<file path="config.mk">
export PLATFORM = sky130hd
export DESIGN_NAME = lwrp_divu
export DESIGN_NICKNAME = d
export VERILOG_FILES = /design/src/hdl/lwrp_pkg.sv /design/src/hdl/lwrp_divu.sv
export SDC_FILE = /design/constraint.sdc
export NUM_CORES = 1
export LEC_CHECK = 0
export BUFFER_PORTS_ARGS = -buffer_cell sky130_fd_sc_hd__buf_2
export CELL_PAD_IN_SITES_DETAIL_PLACEMENT = 1
export CELL_PAD_IN_SITES_GLOBAL_PLACEMENT = 1
export CORE_AREA = 2 2 142 144
export DETAILED_ROUTE_END_ITERATION = 7
export DIE_AREA = 0 0 144 146
export PLACE_DENSITY_LB_ADDON = 0.1
export SYNTH_ARGS = -nofsm -noshare
export SYNTH_HDL_FRONTEND = slang
export SYNTH_SLANG_ARGS = --single-unit
</file>
<file path="constraint.sdc">
create_clock -name clk_i -period 3.7 [get_ports clk_i]
set_input_delay 0.74 -clock clk_i [delete_from_list [all_inputs] [get_ports clk_i]]
set_output_delay 0.74 -clock clk_i [all_outputs]
set_load 0.01 [all_outputs]
</file>
<file path="src/hdl/lwrp_pkg.sv">
// ----------------------------------------------------------------------------
// lwrp_pkg
// Shared sizes, codes and state types of the locality weighted host picker.
// ----------------------------------------------------------------------------
`timescale 1ns / 1ps
`default_nettype none

package lwrp_pkg;

  localparam int unsigned LOC_NUM  = 8;
  localparam int unsigned HOST_NUM = 16;
  localparam int unsigned LOC_W    = 3;
  localparam int unsigned SLOT_W   = 4;
  localparam int unsigned LCNT_W   = LOC_W + 1;
  localparam int unsigned HCNT_W   = SLOT_W + 1;
  localparam int unsigned ADDR_W   = LOC_W + SLOT_W;
  localparam int unsigned WGT_W    = 32;
  localparam int unsigned TOTH_W   = ADDR_W + 1;
  localparam int unsigned TOTW_W   = WGT_W + ADDR_W;
  localparam int unsigned RAND_W   = 64;
  localparam int unsigned SHARE_W  = 14;
  localparam int unsigned CNT_CFG_W = 4;
  localparam int unsigned SHARE_SCALE = 10000;

  localparam int unsigned IN_DATA_W  = 232;
  localparam int unsigned OUT_DATA_W = 8;
  localparam int unsigned CFG_ADDR_W = 2;
  localparam int unsigned CFG_DATA_W = 14;

  typedef enum logic [1:0] {
    KIND_SET_WEIGHT   = 2'd0,
    KIND_SET_COUNT    = 2'd1,
    KIND_SET_RESIDUAL = 2'd2,
    KIND_CHOOSE       = 2'd3
  } kind_e;

  typedef enum logic [1:0] {
    REG_ROUTING = 2'd0,
    REG_SHARE   = 2'd1,
    REG_LOC_CNT = 2'd2
  } cfg_reg_e;

  typedef enum logic [2:0] {
    OP_SPLIT,
    OP_REMOTE,
    OP_UNIF,
    OP_HOSTU,
    OP_HOSTW
  } div_op_e;

  typedef enum logic [3:0] {
    S_IDLE,
    S_DIVGO,
    S_DIV,
    S_SCAN1_RD,
    S_SCAN1_WT,
    S_UWALK,
    S_SCAN2_RD,
    S_SCAN2_WT,
    S_DONE
  } state_e;

endpackage

`default_nettype wire

</file>
<file path="src/hdl/lwrp_divu.sv">
// ----------------------------------------------------------------------------
// lwrp_divu
// Restoring remainder unit, one dividend bit per cycle.
// ----------------------------------------------------------------------------
`timescale 1ns / 1ps
`default_nettype none

module lwrp_divu import lwrp_pkg::*; (
  input  logic                clk_i,
  input  logic                rst_ni,
  input  logic                start_i,
  input  logic [RAND_W-1:0]   dividend_i,
  input  logic [TOTW_W-1:0]   divisor_i,
  output logic                done_o,
  output logic [TOTW_W-1:0]   rem_o
);

  localparam int unsigned CNT_W = $clog2(RAND_W);

  logic               busy_q;
  logic               done_q;
  logic [CNT_W-1:0]   cnt_q;
  logic [RAND_W-1:0]  num_q;
  logic [TOTW_W-1:0]  den_q;
  logic [TOTW_W:0]    rem_q;
  logic [TOTW_W:0]    trial;
  logic [TOTW_W:0]    rem_d;

  always_comb begin
    trial = {rem_q[TOTW_W-1:0], num_q[RAND_W-1]};
    if (trial >= {1'b0, den_q}) begin
      rem_d = trial - {1'b0, den_q};
    end else begin
      rem_d = trial;
    end
  end

  always_ff @(posedge clk_i or negedge rst_ni) begin
    if (!rst_ni) begin
      busy_q <= 1'b0;
      done_q <= 1'b0;
      cnt_q  <= '0;
    end else begin
      done_q <= 1'b0;
      if (start_i) begin
        busy_q <= 1'b1;
        cnt_q  <= '0;
      end else if (busy_q) begin
        cnt_q <= cnt_q + CNT_W'(1);
        if (cnt_q == CNT_W'(RAND_W - 1)) begin
          busy_q <= 1'b0;
          done_q <= 1'b1;
        end
      end
    end
  end

  always_ff @(posedge clk_i) begin
    if (start_i) begin
      num_q <= dividend_i;
      den_q <= divisor_i;
      rem_q <= '0;
    end else if (busy_q) begin
      num_q <= {num_q[RAND_W-2:0], 1'b0};
      rem_q <= rem_d;
    end
  end

  assign done_o = done_q;
  assign rem_o  = rem_q[TOTW_W-1:0];

endmodule

`default_nettype wire

</file>
==> out/metrics.cfg, run 1 <==
[outcome]
status = finished clean

[cells_and_area]
fin_nets = 1064
diodes = 0
area_growth_pct = 18.1
utilization_pct = 51.8
final_layout_size_suffix_gt1_share_pct = 30.2
final_common_cell = buf_2
fillers = 2176
final_cell_mix = buf_2, edfxtp_1, nand2_1

[detailed_routing]
wl_um = 21500
met2_length_um = 10800
drt_iter0_drc = 290
drtPass1Iterations = 4
drc = 0
wl_met1_um = 9110
wl_met3_um = 1250
num_vias = 6437
viasPerCell = 5.39
ant_nets = 0
wl_per_cell_um = 18.0
dr.max_layer_used = met4

[logic_synthesis]
synth_fa_ha_area_share_pct = 6.14
synth_top_family_by_area = compound AO/OA/AOI/OAI gates
netlist_instances = 787
synth_compound_area_share_pct = 17.3
async_flop_share_pct = 5.33
synth_mux_area_share_pct = 8.73
synth_edf_count = 103
yosys.cell_types.count = 63
syn_nets = 934
ys.flop_type = edfxtp_1
synth_seq_area_share_pct = 48.1
synth_warnings = 0
synth-xor-area-share_pct = 3.21
postSynthAreaPerCell_um2 = 10.8
syn_area_um2 = 8470
ys_ff_latch = 150
synth_simple_gate_area_share_pct = 11.9

[clock_network]
post_cts_buffers = 0
root_buffer = clkbuf_16
hold_buffers = 0
cts_sinks = 150
path_clk_slew_ps = 70
post_cts_resized = 0
cts_htree_levels = 4
cts_buffers = 17
cts_tree = yes
clk_path_buf_depth = 2
insertion_delay_ps = 430

[global_routing]
grt_pass1_wl_um = 35000
overflow = 0
grt_max_degree = 83
grt_pass1_vias = 6983
grt_util_all_layers_pct = 20.9
antenna_found_initial = 1

[floorplanning]
dieArea_um2 = 21000
die_x_um = 144
ioPinCount = 146
num_rows = 51
initial_core_util_pct = 43.8
coreArea_um2 = 19300
die_h_um = 146

[worst_setup_path]
critPathRequiredTime_ps = 4020
critical_path.cell_chain = inv_1, ha_1, fa_1, nand2b_1, a211oi_2, o311ai_2, o221ai_2, a21o_1, o31a_4, nor2_8, nor4_1, o31a_1
start_kind = register
path_depth = 12
critPathMaxFanout = 34
path_class = reg -> reg
crit_buf_inv = 1
crit_arrival_ps = 3630
cpPeakStageDelay_ps = 450
crit_family = compound AO/OA/AOI/OAI gates
reg2reg_depth = 12
cp_slowest_cell = nor2_8
cp-end-kind = register

[sta]
finalSetupTns_ps = 0
slew_viol_final = 0
finalHoldViolations = 0
fin_skew_ps = 12.8
fin_crit_ps = 3310
max_slew_margin_pct = 37.0
min_period_over_period_pct = 89.4
worst_pin_slew_ps = 945
fmax_ghz = 0.302
setup_viol = 0
rsz0062_at_grt = false

[power]
cellLeakagePower_nw = 4.36
ir_drop_uv = 361
power_density_nw_per_um2 = 661

[placement]
hpwl_um = 15400
gp_congestion = 0.881
io_buffers = 145

[run]
max_cap_viol_count = 0

[worst_hold_path]
hp-class = in -> async

==> routing by layer <==
layer	track usage (%)	up-vias
met3	6.09	29
met2	36.2	149
met1	24.7	3115
met4	7.06	0
li1	-	3144
met5	0	-
==> worst register-to-register path, cell delays in order (launching register included) <==
cell      delay, ps
edfxtp_1        420
inv_1            90
ha_1            200
fa_1            210
nand2b_1        190
a211oi_2        110
o311ai_2        280
o221ai_2        210
a21o_1          220
o31a_4          390
nor2_8          450
nor4_1          120
o31a_1          310
==> cells in the mapped netlist, types with 8 or more instances <==
library cell,n,area share [%]
a311oi_1,13,1.3
dfrtp_1,8,2.4
inv_1,50,2.2
mux2_2,63,8.4
nand3_1,14,0.83
a21oi_1,42,2.5
xor2_1,15,1.6
a311oi_2,22,3.9
xnor2_1,16,1.7
ha_1,40,5.9
nor2_1,58,2.6
dfxtp_1,39,9.2
a21o_1,22,1.9
clkbuf_1,27,1.2
nand2_1,99,4.4
nand4_1,13,0.96
edfxtp_1,103,37
o21ai_0,26,1.5
==> cell families (layout without fill, tap and decap cells) <==
| group | count (synthesis) | count (layout) |
|---|---|---|
| xor+xnor | 31 | 31 |
| simple gates | 225 | 225 |
| flops | 150 | 150 |
| compound gates | 184 | 184 |
| fa+ha+maj | 41 | 41 |
| buf+inv | 90 | 232 |
| mux | 66 | 66 |
==> sequential cells by signal, summed over array words and instances, names as in the netlist <==
name    flops
den_q      39
cnt_q       6
done_o      1
num_q      64
busy_q      1
rem_q      39
==> final timing paths <==
| check | end | slack [ps] | from |
|---|---|---|---|
| setup / recovery | rem_q[33] | 390 | num_q[63] |
| hold / removal | cnt_q[3] | 140 | rst_ni |
| setup reg to reg | rem_q[33] | 390 | num_q[63] |
| hold reg to reg | rem_q[27] | 520 | rem_q[26] |
| max in group asynchronous | busy_q | 3370 | rst_ni |
| min in group clk_i | den_q[8] | 480 | divisor_i[8] |
==> power breakdown <==
group	switching, mW	internal [mW]	leakage (nW)
Sequential	0.210	2.07	1.48
Combinational	1.49	1.03	2.58
Clock	0.777	1.02	0.295
Total	2.48	4.13	4.36
==> layout make-up <==
type | instances | area [um^2] | area share [%]
clock inverters | 14 | 176 | 1.76
flip-flops and latches | 150 | 4080 | 40.7
clock buffers | 17 | 425 | 4.25
inverters | 50 | 188 | 1.88
well taps | 265 | 332 | 3.31
repair buffers | 151 | 802 | 8.01
multi-input cells | 547 | 4010 | 40.1
==> metrics by stage <==
step	total power, mW	area [um^2]	hold WS [ps]	cells	worst slack, ps
after floorplan	4.16	8470	444	787	772
after global placement	4.77	9410	504	1163	551
after detailed placement	4.84	9410	512	1163	383
after CTS	6.68	10000	131	1194	371
after global routing	7.02	10000	139	1194	128
final	6.61	10000	144	1194	391
Power figures use the tool's default switching activity.
==> run 2, diff against run 1 <==
CELL_PAD_IN_SITES_DETAIL_PLACEMENT = 0   (was 1)
CELL_PAD_IN_SITES_GLOBAL_PLACEMENT = 2   (was 1)
CORE_AREA = 2 2 155 157   (was 2 2 142 144)
DIE_AREA = 0 0 157 159   (was 0 0 144 146)
==> run 2 against run 1 <==
  * Clock skew increased by 11 ps
  * Die area increased by 19%
  * Hold slack got worse by 8.0 ps
  * Register-to-register slack about the same
  * Global-route usage decreased by 4.1 points
  * Largest cell class unchanged
  * Via count decreased by 2.3%
  * Routed wire length decreased by 5.5%
  * Cell count increased by 4.7%
  * Total power decreased by 1.6%
==> out/metrics.cfg, run 2 (same netlist as run 1, synthesis figures left out) <==
[detailed_routing]
num_vias = 6289  ; -2.3%
ant_nets = 0  ; unchanged
drt_iter0_drc = 255  ; -12%
wl_per_cell_um = 16.3  ; -9.7%
wl_um = 20300  ; -5.5%
drc = 0  ; unchanged
drtPass1Iterations = 4  ; unchanged
viasPerCell = 5.03  ; -6.7%

[worst_setup_path]
crit_arrival_ps = 3630  ; about the same
start_kind = register
path_class = reg -> reg
critPathLaunch = num_q[63]
critPathMaxFanout = 34  ; unchanged
cp_slowest_cell = nor2_8
critical_path.cell_chain = inv_1, ha_1, fa_1, nand2b_1, a211oi_2, o311ai_2, o221ai_2, a21o_1, o31a_4, nor2_8, nor4_1, o31a_1
critPathRequiredTime_ps = 4020  ; about the same
r2r-start = num_q[63]
cpPeakStageDelay_ps = 480  ; +30 ps
crit_family = compound AO/OA/AOI/OAI gates
cp-end-kind = register
crit_buf_inv = 1  ; unchanged

[global_routing]
overflow = 0  ; unchanged
antenna_found_initial = 1  ; unchanged
grt_util_all_layers_pct = 16.9  ; -4.1 points
grt_most_used_layer = met2
grt_max_degree = 82  ; -1.2%
met3_usage_pct = 5.28  ; -0.81 points
grt_use_met1_pct = 22.3  ; -2.4 points
grt_pass1_wl_um = 33900  ; -3.2%
met2_usage_pct = 26.5  ; -9.7 points
grt_pass1_vias = 6480  ; -7.2%

[floorplanning]
num_rows = 56  ; +9.8%
initial_core_util_pct = 36.5  ; -7.3 points
die_h_um = 159  ; +8.9%
dieArea_um2 = 25000  ; +19%
coreArea_um2 = 23200  ; +20%
die_x_um = 157  ; +9.0%
ioPinCount = 146  ; unchanged

[clock_network]
cts_htree_levels = 4  ; unchanged
root_buffer = clkbuf_16
cts_tree = yes
clk_path_buf_depth = 2  ; unchanged
path_clk_slew_ps = 80  ; about the same
cts_buffers = 17  ; unchanged
cts_sinks = 150  ; unchanged
post_cts_resized = 0  ; unchanged
insertion_delay_ps = 440  ; about the same
post_cts_buffers = 0  ; unchanged
hold_buffers = 0  ; unchanged

[cells_and_area]
utilization_pct = 43.4  ; -8.4 points
final_layout_size_suffix_gt1_share_pct = 30.2  ; -0.033 points
final_common_cell = buf_2
area_growth_pct = 18.7
reg_top3 = num_q: 64 flops, den_q: 39 flops, rem_q: 39 flops
regArea_um2 = 4080  ; unchanged
fillers = 2271  ; +4.4%
largest_register_ff_count = 64  ; unchanged
regMostFlops = num_q
fin_nets = 1064  ; unchanged
multi_input_area_um2 = 4010  ; unchanged
final_cell_mix = buf_2, edfxtp_1, nand2_1

[sta]
setup_viol = 0  ; unchanged
worst_pin_slew_ps = 894  ; -51.2 ps
layout_setup_ws_ps = 394  ; +3.03 ps
max_slew_margin_pct = 40.4  ; +3.4 points
finalSetupTns_ps = 0  ; unchanged
fin_crit_ps = 3310  ; -3.03 ps
rsz0062_at_grt = false
finalHoldViolations = 0  ; unchanged
fin_skew_ps = 24.1  ; +11.2 ps
fmax_ghz = 0.303  ; about the same
min_period_over_period_pct = 89.3  ; about the same
slew_viol_final = 0  ; unchanged

[placement]
post-place-ws_ps = 377  ; -5.84 ps
gp_congestion = 0.832  ; -5.6%
io_buffers = 145  ; unchanged
hpwl_um = 14700  ; -5.0%

[run]
max_cap_viol_count = 0  ; unchanged

[worst_hold_path]
hp-class = in -> async

[power]
ir_drop_uv = 254  ; -30%
cellLeakagePower_nw = 4.35  ; -0.26%
finalPower_mw = 6.51  ; -1.6%
power_density_nw_per_um2 = 647  ; -2.1%

[outcome]
status = finished clean

## run 2: cell count changes in the layout (fill, tap and decap cells not counted)
cell and change:
diode_2 +1, clkinv_1 +1, inv_8 +1, bufinv_16 -2
clkinv_8 +2, inv_6 -1
## run 2: per-stage QoR
stage               cell area [um^2]  cells  hold slack, ps
detailed placement              9470   1217             510
floorplan                       8470    787             444
global placement                9470   1217             505
CTS                            10100   1249             124
finish                         10100   1250             136
global route                   10100   1249             139
## run 2: final cells by class
type                    instances  share of cell area, %
flip-flops and latches        150                   40.5
multi-input cells             547                   39.9
repair buffers                151                   7.98
clock buffers                  17                   4.23
well taps                     319                   3.97
inverters                      50                   1.87
clock inverters                15                   1.54
diodes                          1                 0.0249
## run 2: worst paths after layout
check	cells past startpoint	slack (ps)	endpoint
max in group asynchronous	1	3380	busy_q
worst min register to register	2	520	rem_q[29]
min in group clk_i	1	470	den_q[8]
worst max-delay path	12	390	rem_q[33]
worst min-delay path	1	140	cnt_q[5]
worst max register to register	12	390	rem_q[33]
## run 2: where the power goes
part / internal, mW / switching [mW] / total (mW) / leakage (nW)
clock: 0.904 / 0.827 / 1.73 / 0.284
sequential: 2.07 / 0.211 / 2.28 / 1.48
combinational: 1.03 / 1.46 / 2.49 / 2.58
## run 2: routing by layer
metal	share of wire [%]	routed length (um)
met4	1.3	256
met3	6.0	1210
met2	46	9270
met1	47	9590
met5	0.054	11
==> run 3, diff against run 2 <==
ABC_AREA = 1   (was not set)
CORE_AREA = 2 2 173 175   (was 2 2 155 157)
DIE_AREA = 0 0 175 177   (was 0 0 157 159)
==> run 3 against run 2 <==
  * Utilization decreased by 5.9 points
  * Via count is 26% higher
  * Cell count grew 47%
  * Critical path type unchanged
  * Largest cell class is now multi-input gates
==> out/metrics.cfg, run 3 <==
[outcome]
status = finished clean

[power]
power_density_nw_per_um2 = 387  ; -40%
cellLeakagePower_nw = 5.72  ; +32%
p_int_mw = 3.11  ; -22%
p_seq_share_pct = 45.9  ; +11 points
p_sw_share_pct = 26.7  ; -12 points
power_frac_comb_pct = 10.6  ; -28 points
power_switching_mw = 1.13  ; -55%
pwr-share-clk_pct = 43.4  ; +17 points
ir_drop_uv = 289  ; +14%

[detailed_routing]
drc = 0  ; unchanged
wl_met1_um = 11800  ; +23%
wl_um = 25700  ; +26%
ant_nets = 0  ; unchanged
drt_iter0_drc = 356  ; +40%
met2_length_um = 12100  ; +31%
drtPass1Iterations = 5  ; +1
wl_met3_um = 1340  ; +11%
dr.max_layer_used = met5
wl_per_cell_um = 14.0  ; -14%
viasPerCell = 4.32  ; -14%
num_vias = 7916  ; +26%

[global_routing]
antenna_found_initial = 4  ; +3
overflow = 0  ; unchanged
grt_util_all_layers_pct = 17.3  ; +0.40 points
grt_pass1_vias = 8111  ; +25%
grt_max_degree = 74  ; -9.8%
grt_pass1_wl_um = 41400  ; +22%

[logic_synthesis]
synth_fa_ha_area_share_pct = 5.64  ; -0.50 points
synth_edf_count = 103  ; unchanged
async_flop_share_pct = 5.33  ; unchanged
ys.flop_type = edfxtp_1
yosysMostFrequentCell = nand2_1
synth_mux_area_share_pct = 0  ; -8.7 points
synth_compound_area_share_pct = 3.65  ; -14 points
synth-xor-area-share_pct = 1.90  ; -1.3 points
yosysTopAreaCell = edfxtp_1
syn_nets = 1435  ; +54%
synth_warnings = 0  ; unchanged
synth_common_cells = nand2_1, inv_1, nor2_1
synth_simple_gate_area_share_pct = 36.1  ; +24 points
yosys.cell_types.count = 39  ; -38%
netlist.area_leader.share_pct = 33.5  ; -3.0 points
netlist_instances = 1288  ; +64%
synth_top_family_by_area = simple AND/OR/NAND/NOR gates
postSynthAreaPerCell_um2 = 7.16  ; -33%
synth_seq_area_share_pct = 44.2  ; -3.9 points
ys_ff_latch = 150  ; unchanged
syn_area_um2 = 9220  ; +8.9%
yosys-top-cells-area = edfxtp_1, nand2_1, dfxtp_1

[clock_network]
insertion_delay_ps = 450  ; about the same
cts_tree = yes
post_cts_buffers = 0  ; unchanged
post_cts_resized = 0  ; unchanged
root_buffer = clkbuf_16
clk_path_buf_depth = 2  ; unchanged
hold_buffers = 0  ; unchanged
path_clk_slew_ps = 70  ; about the same
cts_htree_levels = 4  ; unchanged
cts_buffers = 17  ; unchanged
cts_sinks = 150  ; unchanged

[worst_setup_path]
critPathRequiredTime_ps = 4040  ; +20 ps
crit_arrival_ps = 3000  ; -630 ps
critPathMaxFanout = 45  ; +32%
r2r-start = num_q[63]
critical_path.cell_chain = inv_1, ha_1, fa_1, nor2_2, nor2_1, o21ai_2, nand3_2, nand4_4, buf_12, nand3_1, nand2_1, nand2_1
cp-end-kind = register
cp_slowest_cell = fa_1
worst_r2r_endpoint = rem_q[34]
cpPeakStageDelay_ps = 430  ; -50 ps
crit_family = simple AND/OR/NAND/NOR gates
reg2reg_depth = 12  ; unchanged
start_kind = register
crit_buf_inv = 2  ; +1
regToRegSetupSlack_ps = 1030  ; +640 ps
path_class = reg -> reg
cp_common_cell = nand2_1

[cells_and_area]
final_layout_size_suffix_gt1_share_pct = 15.1  ; -15 points
fillers = 3254  ; +43%
final_common_cell = nand2_1
fin_cells = 1834  ; +47%
final_cell_mix = nand2_1, inv_1, nor2_1
area_growth_pct = 18.9
regMostFlops = num_q
reg_top3 = num_q: 64 flops, den_q: 39 flops, rem_q: 39 flops
largest_register_ff_count = 64  ; unchanged
fin_nets = 1577  ; +48%

[sta]
setup_viol = 0  ; unchanged
fin_crit_ps = 2670  ; -637 ps
finalSetupTns_ps = 0  ; unchanged
rsz0062_at_grt = false
fin_skew_ps = 15.4  ; -8.63 ps
fmax_ghz = 0.375  ; +24%
slew_viol_final = 0  ; unchanged
worst_pin_slew_ps = 822  ; -71.9 ps
min_period_over_period_pct = 72.1  ; -17 points
finalHoldViolations = 0  ; unchanged
max_slew_margin_pct = 45.1  ; +4.7 points

[floorplanning]
die_h_um = 177  ; +11%
coreArea_um2 = 29200  ; +26%
num_rows = 63  ; +13%
dieArea_um2 = 31000  ; +24%
die_x_um = 175  ; +11%
ioPinCount = 146  ; unchanged
initial_core_util_pct = 31.5  ; -5.0 points

[worst_hold_path]
hp-class = in -> async

[placement]
gp_congestion = 0.873  ; +4.9%
io_buffers = 145  ; unchanged
place_inst = 1801  ; +48%
hpwl_um = 19700  ; +35%

[run]
max_cap_viol_count = 0  ; unchanged

==> run 3: layer usage <==
metal	global-route usage (%)	up-vias
li1	-	4288
met2	29.5	125
met5	0	-
met3	5.05	22
met4	5.10	2
met1	21.1	3479
==> run 3: power groups by stage <==
stage	registers (mW)	logic (mW)	clock network [mW]
CTS	1.95	0.463	1.90
global route	1.96	0.524	1.96
global placement	1.98	0.463	0
floorplan	1.98	0.297	0
finish	1.95	0.451	1.84
detailed placement	1.98	0.461	0
==> run 3: metrics by stage <==
| stage | utilization, % | hold slack, ps | cell area [um^2] | setup slack [ps] | power (mW) |
|---|---|---|---|---|---|
| after floorplan | - | 444 | 9220 | 1000 | 2.27 |
| after global placement | 35.4 | 480 | 10400 | 1130 | 2.44 |
| after detailed placement | 35.4 | 481 | 10400 | 1000 | 2.44 |
| after CTS | 37.5 | 107 | 11000 | 972 | 4.31 |
| after global routing | 37.5 | 110 | 11000 | 735 | 4.44 |
| final | 37.5 | 118 | 11000 | 1030 | 4.24 |
==> run 3: area by class of cell <==
class | count | area, um^2 | share of cell area, %
antenna | 1 | 2.50 | 0.0228
clock buffer | 18 | 429 | 3.92
clock inverter | 14 | 178 | 1.62
inverter | 166 | 623 | 5.68
multi-input combinational | 943 | 4360 | 39.8
sequential | 150 | 4070 | 37.2
tap | 390 | 488 | 4.45
timing repair buffer | 152 | 806 | 7.35
==> run 3: kinds of logic (layout without fill, tap and decap cells) <==
group / after synthesis / in the layout
AO/OA/AOI/OAI: 59 / 59
other: 0 / 1
flip-flops: 150 / 150
AND/OR/NAND/NOR: 823 / 823
XOR/XNOR: 20 / 20
adder cells (fa/ha/maj): 41 / 41
buffers and inverters: 195 / 350
==> run 3: worst max path at each step <==
stage          startpoint        end  slack (ps)  depth (start not counted)
2_1_floorplan     start_i   num_q[0]        1000                          3
3_3_place_gp    num_q[63]  rem_q[29]        1130                         12
3_5_place_dp    num_q[63]  rem_q[34]        1000                         12
4_1_cts         num_q[63]  rem_q[34]         970                         12
5_1_grt         num_q[63]  rem_q[27]         740                         13
6_report        num_q[63]  rem_q[34]        1030                         12
